===== config.mk =====
export PLATFORM = sky130hd
export DESIGN_NAME = sliding_window_average
export DESIGN_NICKNAME = d
export VERILOG_FILES = /design/src/rtl/swa_pkg.sv /design/src/rtl/swa_div.sv /design/src/rtl/sliding_window_average.sv
export SDC_FILE = /design/constraint.sdc
export NUM_CORES = 2
export LEC_CHECK = 0
export BUFFER_PORTS_ARGS = -buffer_cell sky130_fd_sc_hd__buf_2
export CORE_MARGIN = 2
export CORE_UTILIZATION = 62
export DETAILED_ROUTE_END_ITERATION = 7
export PLACE_DENSITY = 0.78
export REMOVE_ABC_BUFFERS = 1
export SYNTH_ARGS = -nofsm -noshare
export SYNTH_HDL_FRONTEND = slang
export SYNTH_HIERARCHICAL = 1
export SYNTH_SLANG_ARGS = --single-unit

===== constraint.sdc =====
create_clock -name clk -period 5.6 [get_ports clk]
set_input_delay 0.56 -clock clk [delete_from_list [all_inputs] [get_ports clk]]
set_output_delay 0.56 -clock clk [all_outputs]
set_load 0.05 [all_outputs]

===== src/rtl/swa_pkg.sv =====
// Package for the sliding window average block.
// Holds the sequencer state type and the fixed widths and reset value of the configuration.
// No dependencies.
package swa_pkg;

    // Width and reset value of the window size register.
    localparam int CFG_W = 9;
    localparam logic [CFG_W-1:0] WINDOW_RESET = 9'd100;

    // Fraction bits of the Q8 result.
    localparam int FRAC_BITS = 8;

    // Sequencer states.
    typedef enum logic [2:0] {
        S_IDLE,
        S_SUB,
        S_ADD,
        S_DSTART,
        S_DIV,
        S_OUT
    } state_t;

endpackage


===== src/rtl/swa_div.sv =====
// Restoring divider for the sliding window average block: one quotient bit per cycle.
// Unsigned numerator and divisor. The quotient holds after done until the next start.
// No package dependencies.
module swa_div #(
    parameter int NUM_W = 33,
    parameter int DIV_W = 9
) (
    input  logic             clk,
    input  logic             rst_n,
    input  logic             start,
    input  logic [NUM_W-1:0] numerator,
    input  logic [DIV_W-1:0] divisor,
    output logic             done,
    output logic [NUM_W-1:0] quotient
);

    localparam int CNT_W = $clog2(NUM_W + 1);

    logic [NUM_W-1:0] quot_reg;
    logic [DIV_W-1:0] rem_reg;
    logic [DIV_W-1:0] div_reg;
    logic [CNT_W-1:0] count_reg;
    logic             busy_reg;
    logic             done_reg;

    logic [DIV_W:0]   shifted;
    logic [DIV_W:0]   diff;
    logic             take;

    // Trial subtraction of the divisor from the partial remainder.
    assign shifted = {rem_reg, quot_reg[NUM_W-1]};
    assign diff    = shifted - {1'b0, div_reg};
    assign take    = ~diff[DIV_W];

    // Control: a start loads the operands, then one step per cycle.
    always_ff @(posedge clk or negedge rst_n)
    begin
        if (!rst_n)
        begin
            busy_reg  <= 1'b0;
            done_reg  <= 1'b0;
            count_reg <= '0;
        end
        else
        begin
            done_reg <= 1'b0;
            if (start)
            begin
                busy_reg  <= 1'b1;
                count_reg <= '0;
            end
            else if (busy_reg)
            begin
                count_reg <= count_reg + CNT_W'(1);
                if (count_reg == CNT_W'(NUM_W - 1))
                begin
                    busy_reg <= 1'b0;
                    done_reg <= 1'b1;
                end
            end
        end
    end

    // Datapath: remainder and the quotient shift register.
    always_ff @(posedge clk)
    begin
        if (start)
        begin
            quot_reg <= numerator;
            rem_reg  <= '0;
            div_reg  <= divisor;
        end
        else if (busy_reg)
        begin
            quot_reg <= {quot_reg[NUM_W-2:0], take};
            rem_reg  <= take ? diff[DIV_W-1:0] : shifted[DIV_W-1:0];
        end
    end

    assign done     = done_reg;
    assign quotient = quot_reg;

endmodule


===== src/rtl/sliding_window_average.sv =====
// Sliding window average (boxcar filter) top level with its sample ring and sequencer.
// Depends on swa_pkg and swa_div.
//
// Each item carries one signed sample. The block keeps the last window_size samples in a ring
// memory and an exact running sum, and once window_size samples have arrived since the last
// start_of_buffer (or window_size write) it gives one result per item: the window mean in Q8,
// truncated toward zero. A window_size of 0 acts as 1, one above WINDOW_MAX as WINDOW_MAX.
// An item with no result passes S_IDLE, S_SUB and S_ADD; one with a result goes on through
// S_DSTART, S_DIV and S_OUT. S_DIV waits for the shared restoring divider, which yields one
// quotient bit per cycle on NUM_W = SAMPLE_BITS + log2(WINDOW_MAX) + 9 bits. One shared adder
// keeps the running sum: it subtracts the leaving sample and adds the new one in two steps.
module sliding_window_average #(
    parameter int WINDOW_MAX  = 256,
    parameter int SAMPLE_BITS = 16
) (
    input  logic                   clk,
    input  logic                   rst_n,
    input  logic                   window_size_we,
    input  logic [8:0]             window_size,
    input  logic                   in_valid,
    output logic                   in_ready,
    input  logic [SAMPLE_BITS-1:0] sample,
    input  logic                   start_of_buffer,
    output logic                   out_valid,
    input  logic                   out_ready,
    output logic [SAMPLE_BITS+7:0] average_q8
);

    import swa_pkg::*;

    localparam int PTR_W = (WINDOW_MAX > 1) ? $clog2(WINDOW_MAX) : 1;
    localparam int DIV_W = $clog2(WINDOW_MAX + 1);
    localparam int SUM_W = SAMPLE_BITS + $clog2(WINDOW_MAX) + 1;
    localparam int NUM_W = SUM_W + FRAC_BITS;
    localparam int OUT_W = SAMPLE_BITS + FRAC_BITS;
    localparam int LV_W  = DIV_W + 1;

    state_t state_reg, state_next;

    logic [CFG_W-1:0]       window_size_reg;
    logic [DIV_W-1:0]       fill_count_reg;
    logic [SUM_W-1:0]       sum_reg;
    logic [PTR_W-1:0]       wp_reg;
    logic                   full_reg;
    logic                   neg_reg;
    logic [SAMPLE_BITS-1:0] sample_reg;
    logic [SAMPLE_BITS-1:0] rd_data_reg;
    logic                   out_valid_reg;
    logic [OUT_W-1:0]       out_data_reg;

    logic [SAMPLE_BITS-1:0] ring [WINDOW_MAX];

    logic                   accept;
    logic                   add_en;
    logic                   add_sub;
    logic                   div_start;
    logic                   out_load;
    logic                   out_free;

    logic [31:0]            ws32;
    logic [31:0]            win32;
    logic [DIV_W-1:0]       win;
    logic [DIV_W-1:0]       fill_eff;
    logic                   full;
    logic [LV_W-1:0]        wp_ext;
    logic [LV_W-1:0]        win_ext;
    logic [LV_W-1:0]        leave_ext;
    logic [PTR_W-1:0]       leave_addr;
    logic [SAMPLE_BITS-1:0] operand_raw;
    logic [SUM_W-1:0]       operand;
    logic [SUM_W-1:0]       adder_out;
    logic [SUM_W-1:0]       sum_mag;
    logic [NUM_W-1:0]       numerator;
    logic                   div_done;
    logic [NUM_W-1:0]       quotient;
    logic [NUM_W-1:0]       q_signed;

    // Active window, clamped into one to WINDOW_MAX.
    assign ws32  = 32'(window_size_reg);
    assign win32 = (ws32 == 32'd0) ? 32'd1 :
                   (ws32 > 32'(WINDOW_MAX)) ? 32'(WINDOW_MAX) : ws32;
    assign win   = win32[DIV_W-1:0];

    // A start flag begins the window afresh with this item.
    assign accept   = in_valid & in_ready;
    assign fill_eff = start_of_buffer ? '0 : fill_count_reg;
    assign full     = (fill_eff >= win);

    // Ring slot of the sample that leaves the window.
    assign wp_ext     = LV_W'(wp_reg);
    assign win_ext    = LV_W'(win);
    assign leave_ext  = (wp_ext >= win_ext) ? (wp_ext - win_ext)
                                            : (wp_ext + LV_W'(WINDOW_MAX) - win_ext);
    assign leave_addr = leave_ext[PTR_W-1:0];

    // Shared adder: subtracts the leaving sample or adds the new one.
    assign operand_raw = add_sub ? rd_data_reg : sample_reg;
    assign operand     = {{(SUM_W-SAMPLE_BITS){operand_raw[SAMPLE_BITS-1]}}, operand_raw};
    assign adder_out   = sum_reg + (operand ^ {SUM_W{add_sub}}) + SUM_W'(add_sub);

    // Divider operands: magnitude of the sum scaled to Q8.
    assign sum_mag   = sum_reg[SUM_W-1] ? (~sum_reg + SUM_W'(1)) : sum_reg;
    assign numerator = {sum_mag, {FRAC_BITS{1'b0}}};
    assign q_signed  = neg_reg ? (~quotient + NUM_W'(1)) : quotient;

    assign out_free = ~out_valid_reg | out_ready;

    swa_div #(
        .NUM_W (NUM_W),
        .DIV_W (DIV_W)
    ) u_div (
        .clk       (clk),
        .rst_n     (rst_n),
        .start     (div_start),
        .numerator (numerator),
        .divisor   (win),
        .done      (div_done),
        .quotient  (quotient)
    );

    // Sequencer next state.
    always_comb
    begin
        state_next = state_reg;
        case (state_reg)
            S_IDLE:
            begin
                if (in_valid)
                begin
                    state_next = S_SUB;
                end
            end
            S_SUB:
            begin
                state_next = S_ADD;
            end
            S_ADD:
            begin
                state_next = (fill_count_reg >= win) ? S_DSTART : S_IDLE;
            end
            S_DSTART:
            begin
                state_next = S_DIV;
            end
            S_DIV:
            begin
                if (div_done)
                begin
                    state_next = S_OUT;
                end
            end
            S_OUT:
            begin
                if (out_free)
                begin
                    state_next = S_IDLE;
                end
            end
            default:
            begin
                state_next = S_IDLE;
            end
        endcase
    end

    // Sequencer outputs.
    always_comb
    begin
        in_ready  = 1'b0;
        add_en    = 1'b0;
        add_sub   = 1'b0;
        div_start = 1'b0;
        out_load  = 1'b0;
        case (state_reg)
            S_IDLE:
            begin
                in_ready = 1'b1;
            end
            S_SUB:
            begin
                add_en  = full_reg;
                add_sub = 1'b1;
            end
            S_ADD:
            begin
                add_en = 1'b1;
            end
            S_DSTART:
            begin
                div_start = 1'b1;
            end
            S_OUT:
            begin
                out_load = out_free;
            end
            default:
            begin
                in_ready = 1'b0;
            end
        endcase
    end

    // Control state, window bookkeeping and the running sum.
    always_ff @(posedge clk or negedge rst_n)
    begin
        if (!rst_n)
        begin
            state_reg       <= S_IDLE;
            window_size_reg <= WINDOW_RESET;
            fill_count_reg  <= '0;
            sum_reg         <= '0;
            wp_reg          <= '0;
            full_reg        <= 1'b0;
            out_valid_reg   <= 1'b0;
        end
        else
        begin
            state_reg <= state_next;
            if (window_size_we)
            begin
                window_size_reg <= window_size;
                fill_count_reg  <= '0;
                sum_reg         <= '0;
            end
            else if (accept)
            begin
                full_reg       <= full;
                fill_count_reg <= full ? fill_eff : (fill_eff + DIV_W'(1));
                wp_reg         <= (wp_reg == PTR_W'(WINDOW_MAX - 1)) ? '0
                                                                     : (wp_reg + PTR_W'(1));
                if (start_of_buffer)
                begin
                    sum_reg <= '0;
                end
            end
            else if (add_en)
            begin
                sum_reg <= adder_out;
            end

            if (out_load)
            begin
                out_valid_reg <= 1'b1;
            end
            else if (out_ready)
            begin
                out_valid_reg <= 1'b0;
            end
        end
    end

    // Payload registers.
    always_ff @(posedge clk)
    begin
        if (accept)
        begin
            sample_reg <= sample;
        end
        if (div_start)
        begin
            neg_reg <= sum_reg[SUM_W-1];
        end
        if (out_load)
        begin
            out_data_reg <= q_signed[OUT_W-1:0];
        end
    end

    // Sample ring: writes the new sample and reads the leaving one on acceptance.
    always_ff @(posedge clk)
    begin
        if (accept)
        begin
            ring[wp_reg] <= sample;
            rd_data_reg  <= ring[leave_addr];
        end
    end

    assign out_valid  = out_valid_reg;
    assign average_q8 = out_data_reg;

    // The divider finishes only while the sequencer waits for it.
    a_div_done_in_div: assert property (@(posedge clk) disable iff (!rst_n)
        div_done |-> state_reg == S_DIV)
        else $error("divider finished outside the divide state");

    // A new result appears only from the output state.
    a_result_from_out: assert property (@(posedge clk) disable iff (!rst_n)
        $rose(out_valid_reg) |-> $past(state_reg) == S_OUT)
        else $error("result raised outside the output state");

    // The fill count never passes the largest window.
    a_fill_bound: assert property (@(posedge clk) disable iff (!rst_n)
        fill_count_reg <= DIV_W'(WINDOW_MAX))
        else $error("fill count beyond the largest window");

    // The write pointer stays inside the ring.
    a_wp_bound: assert property (@(posedge clk) disable iff (!rst_n)
        32'(wp_reg) < 32'(WINDOW_MAX))
        else $error("write pointer outside the ring");

endmodule

# == After elaboration in Yosys (flattened, before gate mapping) ==
# Memories as Yosys holds them, arrays and structs flattened. A register that Yosys moved wholly into a read port is not among the register bits.
# Cells that the tools add are included.
# classes
n_addsub,11
multipliers,0
n_div,0
n_lt_le_gt_ge,4
n_eq_ne,11
n_shift,0
mux,40
bitwise_logic,8
n_reduce_logical,9
# op_table
cell,count
25-bit two-way mux,5
33-bit two-way mux,2
9-bit two-way mux,7
32-bit logical NOT,1
25-bit by 1-bit adder with 25-bit output,1
25-bit by 1-bit adder with 25-bit output (second input constant),1
25-bit adder,1
25-bit NOT,1
25-bit bitwise XOR,1
24-bit by 1-bit adder with 24-bit output (second input constant),1
24-bit two-way mux,1
24-bit NOT,1
9-bit >= comparator,2
3-bit case mux with 6 select lines,1
8-bit by 1-bit adder with 8-bit output (second input constant),2
16-bit two-way mux,1
8-bit two-way mux,2
8-bit subtractor,2
1-bit two-way mux,14
6-bit two-way mux,2
10-bit by 9-bit subtractor with 10-bit output,1
9-bit by 1-bit adder with 9-bit output (second input constant),1
8-bit by 9-bit >= comparator with 1-bit output,1
9-bit > comparator (second input constant),1
20 further kinds,30
# word_totals
reg_bits,156
latch_bits,0
mem_bits_rw,4096
mem_bits_ro,0
input_bits,31
out_inout_bits,26
word_cells,101
n_memories,1
# mem_list
memory,words,word_bits,rd,rd_clocked_by_memory_dff,wr,line,source
ring,256,16,1,1,1,sliding_window_average.sv:51,logic [SAMPLE_BITS-1:0] ring [WINDOW_MAX];

# == Depth between registers and ports, before layout ==
# depth
depth_word,9
depth_mapped,17

# == Modules after synthesis ==
# The synthesis kept the hierarchy.
# modules_own_cells
mod,instances,cells_per_inst,area_per_inst_um2,seq_area_each_um2
sliding_window_average,1,7280,164033.6,126114.7
swa_div,1,239,2952.8,1641.6

# == Worst setup path after synthesis ==
# No wires, ideal clock.
# synth_timing
path_kind,register to register
start,register state_reg[1]
end,"memory ring[184][0], enable pin"
setup_ps,388
t_arrival_ps,4472
setup_slack_ps,740
stages_incl_launch_ff,11
n_path_buf,3
period_less_slack_ps,4860
cell_sequence,dfrtp_1 clkbuf_1 nor3_1 nand2_1 inv_1 clkbuf_1 nand2_1 nor2_1 nand2_1 clkbuf_1 nor2_1
# synth_between
elab_chain_cells,5
# synth_rtl
item,line,source
start: declaration,sliding_window_average.sv:38,"state_t state_reg, state_next;"
start signal: assignment,sliding_window_average.sv:218,state_reg <= state_next;
3-bit logical NOT,sliding_window_average.sv:174,case (state_reg)
1-bit two-way mux,sliding_window_average.sv:174,
net in_ready,sliding_window_average.sv:21,"output logic in_ready,"
1-bit AND,sliding_window_average.sv:85,assign accept = in_valid & in_ready;
net accept,sliding_window_average.sv:53,logic accept;
1-bit two-way mux,sliding_window_average.sv:272,if (accept)
1-bit two-way mux (not written as such),sliding_window_average.sv:274,ring[wp_reg] <= sample;
end: declaration,sliding_window_average.sv:51,
# The timed path passes the listed nets, and every way through them passes these cells.

# == Worst setup path after layout ==
# layout_timing
start,register window_size_reg[3]
end,register rd_data_reg[12] (read register of ring) (data pin)
# layout_between
elab_chain_cells,5
# layout_rtl
item,line,source
start: declaration,sliding_window_average.sv:40,logic [CFG_W-1:0] window_size_reg;
start signal: assignment,sliding_window_average.sv:221,window_size_reg <= window_size;
9-bit > comparator,sliding_window_average.sv:81,(ws32 > 32'(WINDOW_MAX)) ? 32'(WINDOW_MAX) : ws32;
9-bit two-way mux,sliding_window_average.sv:81,
9-bit two-way mux (*),sliding_window_average.sv:80,assign win32 = (ws32 == 32'd0) ? 32'd1 :
net win32[0],sliding_window_average.sv:61,logic [31:0] win32;
8-bit subtractor (tied with other cells),sliding_window_average.sv:93,: (wp_ext + LV_W'(WINDOW_MAX) - win_ext);
8-bit two-way mux (*),sliding_window_average.sv:92,assign leave_ext = (wp_ext >= win_ext) ? (wp_ext - win_ext)
end: declaration,sliding_window_average.sv:47,logic [SAMPLE_BITS-1:0] rd_data_reg;
# Mark *: on every way through the listed nets, which the timed path passes. The rest lies on a longest branch.
# A chain may end at the register's enable or synchronous reset.

==> impl_metrics.json <==
{
  "status": "finished clean",
  "fin_crit_sh_pct": 97.8,
  "grt_max_degree": 196,
  "stdcell_area_mm2": 0.188,
  "timing.critical_path.slowest_stage_cell": "fa_4",
  "crit_chain": "nor4_1 -> a21oi_1 -> nor2_1 -> ha_4 -> inv_1 -> fa_4 -> buf_12 -> buf_12 -> mux4_2 -> mux4_2 -> nor2_1 -> nor2_1 -> o22ai_1 -> buf_4 -> nor3_1",
  "cts_buffer_depth": 4,
  "min_period_ns": 5.48,
  "rr_worst_depth": 15,
  "cts_made_buffers": 407,
  "clk_root_buffer_cell": "clkbuf_16",
  "cp.depth": 15,
  "track_usage_pct": 33.7,
  "clk_pin_slew_ns": 0.07,
  "critical_path_class": "reg -> reg",
  "synth_area_leaders": "edfxtp_1 75%, mux4_2 17%, nor2_1 0.98%, dfrtp_1 0.91%, nand2_1 0.59%",
  "core_area_mm2": 0.268,
  "via_per_inst": 7.28,
  "synth_top_area_share_pct": 75.4,
  "insertion_delay_ns": 0.96,
  "ff2ff_setup_slack_ns": 0.12,
  "grt_overflow": 0,
  "h-tree-depth": 5,
  "arrival_ns": 6.14,
  "dp_cells": 11200,
  "rows": 190,
  "synth_area_mm2": 0.167,
  "leakage_uw": 0.0598,
  "numPortBuffers": 56,
  "worstSetupStartpointType": "flip-flop",
  "cts_sinks": 4268,
  "drc_errors": 0,
  "post_drt_wl_per_cell_um": 38.1,
  "worstHoldStart": "in_valid",
  "reg2reg_to": "rd_data_reg[12]",
  "grtUsageMet2_pct": 53.4,
  "worstHoldEndpoint": "state_reg[0]",
  "finalSetupViolCount": 0,
  "synth_ff_type": "edfxtp_1",
  "slew_headroom_pct": 4.72,
  "worstHoldPathCells": 5,
  "cpPeakStageDelay_ns": 0.82,
  "p_per_area_mw_per_mm2": 569,
  "skew_ns": 0.0512,
  "worst_slew_pin_slew_ns": 1.42,
  "ioPinCount": 57,
  "drive_gt1_share_pct": 29.2,
  "regArea_mm2": 0.128,
  "cp-end-kind": "flip-flop",
  "die_y_um": 523,
  "largest_register_ffs": 4096,
  "gp_congestion": 0.859,
  "drv_cap": 0,
  "first_pass_iters": 8,
  "yosysSeqAreaShare_pct": 76.5,
  "yosysWarnings": 6,
  "fmax_mhz": 183,
  "grt_pass1_wl_um": 649000,
  "cts_tree": "built",
  "crit_top_cell": "nor2_1",
  "crit_family": "simple AND/OR/NAND/NOR gates",
  "drtIter0Drc": 15400,
  "instances_no_fill": 12000,
  "routed_wl_um": 456000,
  "irDropWorstVdd_mv": 0.539,
  "grtUsageMet1_pct": 45.0,
  "dp_hpwl_um": 236000,
  "postSynthAreaPerCell_um2": 22.2,
  "ys_types": 80,
  "path_buf_inv": 4,
  "r2r_start": "window_size_reg[3]",
  "rsz0062_at_grt": "false",
  "grt_pass1_vias": 86700,
  "multi_input_area_mm2": 0.0373,
  "antenna_found_initial": 23,
  "start_util_pct": 62.3,
  "hold_class": "in -> reg",
  "fillers": 14400,
  "syn_inst": 7519,
  "route.vias.total": 87200,
  "die_w_um": 523,
  "area_growth_pct": 12.5,
  "fin_util_pct": 70.1,
  "synth_enable_flop_cells": 4195,
  "async_flop_share_pct": 1.50,
  "nets": 8169,
  "fp.dieArea_mm2": 0.273,
  "hold_viol": 0,
  "power_uw": 107000,
  "worst-endpoint-required_ns": 6.26,
  "synth_area_leader_cell": "edfxtp_1",
  "ys_seq_elements": 4268,
  "slew_viol_final": 0,
  "ant_nets": 0,
  "grtUsageMet3_pct": 8.83,
  "placed_cell_area_mm2": 0.174,
  "grt.busiest_layer": "met2",
  "cp_max_fo": 61
}
==> layout by cell type, fill, tap and decap left out, drive strengths merged, types with 9 or more instances in the layout <==
cell type / netlist / routed
edfxtp: 4195 / 4195
mux4: 1248 / 1248
clkbuf: 195 / 515
buf: 202 / 504
nor2: 437 / 437
nand2: 262 / 262
clkinv: 0 / 175
a21oi: 95 / 95
nand3: 89 / 89
o21ai: 72 / 72
ha: 66 / 66
xnor2: 64 / 64
dfrtp: 61 / 61
inv: 47 / 59
nor2b: 54 / 54
a211oi: 53 / 53
bufinv: 0 / 45
mux2: 41 / 41
mux2i: 37 / 37
nor3: 32 / 32
nand4: 29 / 29
xor2: 20 / 20
nand2b: 17 / 17
o221ai: 17 / 17
a21o: 17 / 17
o22ai: 17 / 17
diode: 0 / 16
clkinvlp: 0 / 15
and3: 14 / 14
or3: 12 / 12
o31ai: 12 / 12
a31oi: 11 / 11
dlygate4sd3: 0 / 11
dfxtp: 9 / 9
==> Yosys cell counts (5+ instances only) <==
cell type	n
a211oi_1	52
a21o_1	16
a21oi_1	94
a31oi_1	11
and3_1	12
buf_1	19
buf_2	139
buf_4	26
buf_6	18
clkbuf_1	195
dfrtp_1	61
dfxtp_1	9
edfxtp_1	4195
ha_1	66
inv_1	46
mux2_2	41
mux2i_1	37
mux4_2	1248
nand2_1	262
nand2b_1	17
nand3_1	89
nand4_1	29
nor2_1	437
nor2b_1	53
nor3_1	30
nor4_1	5
o21a_1	8
o21ai_0	69
o21bai_1	7
o221ai_1	17
o22ai_1	17
o31ai_1	12
o41ai_1	5
or3_1	12
or4_1	6
xnor2_1	62
xor2_1	20
==> kinds of logic after synthesis <==
| logic type | Yosys count | share of synthesized area [%] |
|---|---|---|
| AO/OA/AOI/OAI | 353 | 1.38 |
| buffers and inverters | 444 | 1.24 |
| adder cells (fa/ha/maj) | 69 | 0.530 |
| AND/OR/NAND/NOR | 974 | 2.55 |
| other | 1 | 0.00225 |
| XOR/XNOR | 84 | 0.456 |
| multiplexers | 1326 | 17.3 |
| flip-flops | 4268 | 76.5 |
==> worst max path at each step <==
stage	from	slack [ns]	end
finish	window_size_reg[3]	0.12	rd_data_reg[12]
floorplan	window_size_reg[3]	-36.40	rd_data_reg[0]
detailed placement	window_size_reg[3]	0.02	rd_data_reg[2]
global route	window_size_reg[3]	0.02	rd_data_reg[6]
CTS	window_size_reg[3]	0.21	rd_data_reg[1]
global placement	window_size_reg[3]	0.02	rd_data_reg[2]
==> worst min-delay path, stage by stage <==
cell and delay, ns:
buf_2 0.11, mux2i_1 0.07, nor2_1 0.08, a31oi_1 0.06, o211ai_1 0.14
==> per-layer routing <==
layer | vias up | part of all wire (%)
met5 | - | 0.025
met4 | 18 | 5.5
met3 | 1356 | 13
met2 | 7901 | 48
met1 | 45200 | 33
li1 | 32700 | -
==> cell type report <==
class | instances | share of cell area [%]
antenna | 16 | 0.0213
clock buffer | 499 | 5.72
clock inverter | 247 | 1.35
inverter | 47 | 0.0939
multi-input combinational | 2814 | 19.9
sequential | 4268 | 68.0
tap | 3552 | 2.37
timing repair buffer | 531 | 2.59
==> per-stage QoR <==
| step | TNS [ns] | setup slack (ns) | hold slack [ns] |
|---|---|---|---|
| after floorplan | -582.35 | -36.40 | 0.264 |
| after global placement | 0 | 0.0245 | 0.499 |
| after detailed placement | 0 | 0.0176 | 0.522 |
| after CTS | 0 | 0.207 | 0.0523 |
| after global routing | 0 | 0.0208 | 0.122 |
| final | 0 | 0.121 | 0.0957 |
==> where the power goes <==
group / switching, µW / leakage, µW / internal, µW
Combinational: 24500 / 0.0146 / 18000
Sequential: 704 / 0.0387 / 35900
Clock: 12100 / 0.00649 / 15700
==> repair_timing <==
| item | in CTS | in global routing |
|---|---|---|
| hold buffers | 11 | 0 |
| endpoints found under the hold margin | 71 | 0 |
| gates cloned | 0 | 0 |
| setup endpoints to repair | 2 | 3 |
| setup buffers | 0 | 0 |
| gates resized for setup | 2 | 4 |
No activity file was read; power rests on OpenSTA's default activity.
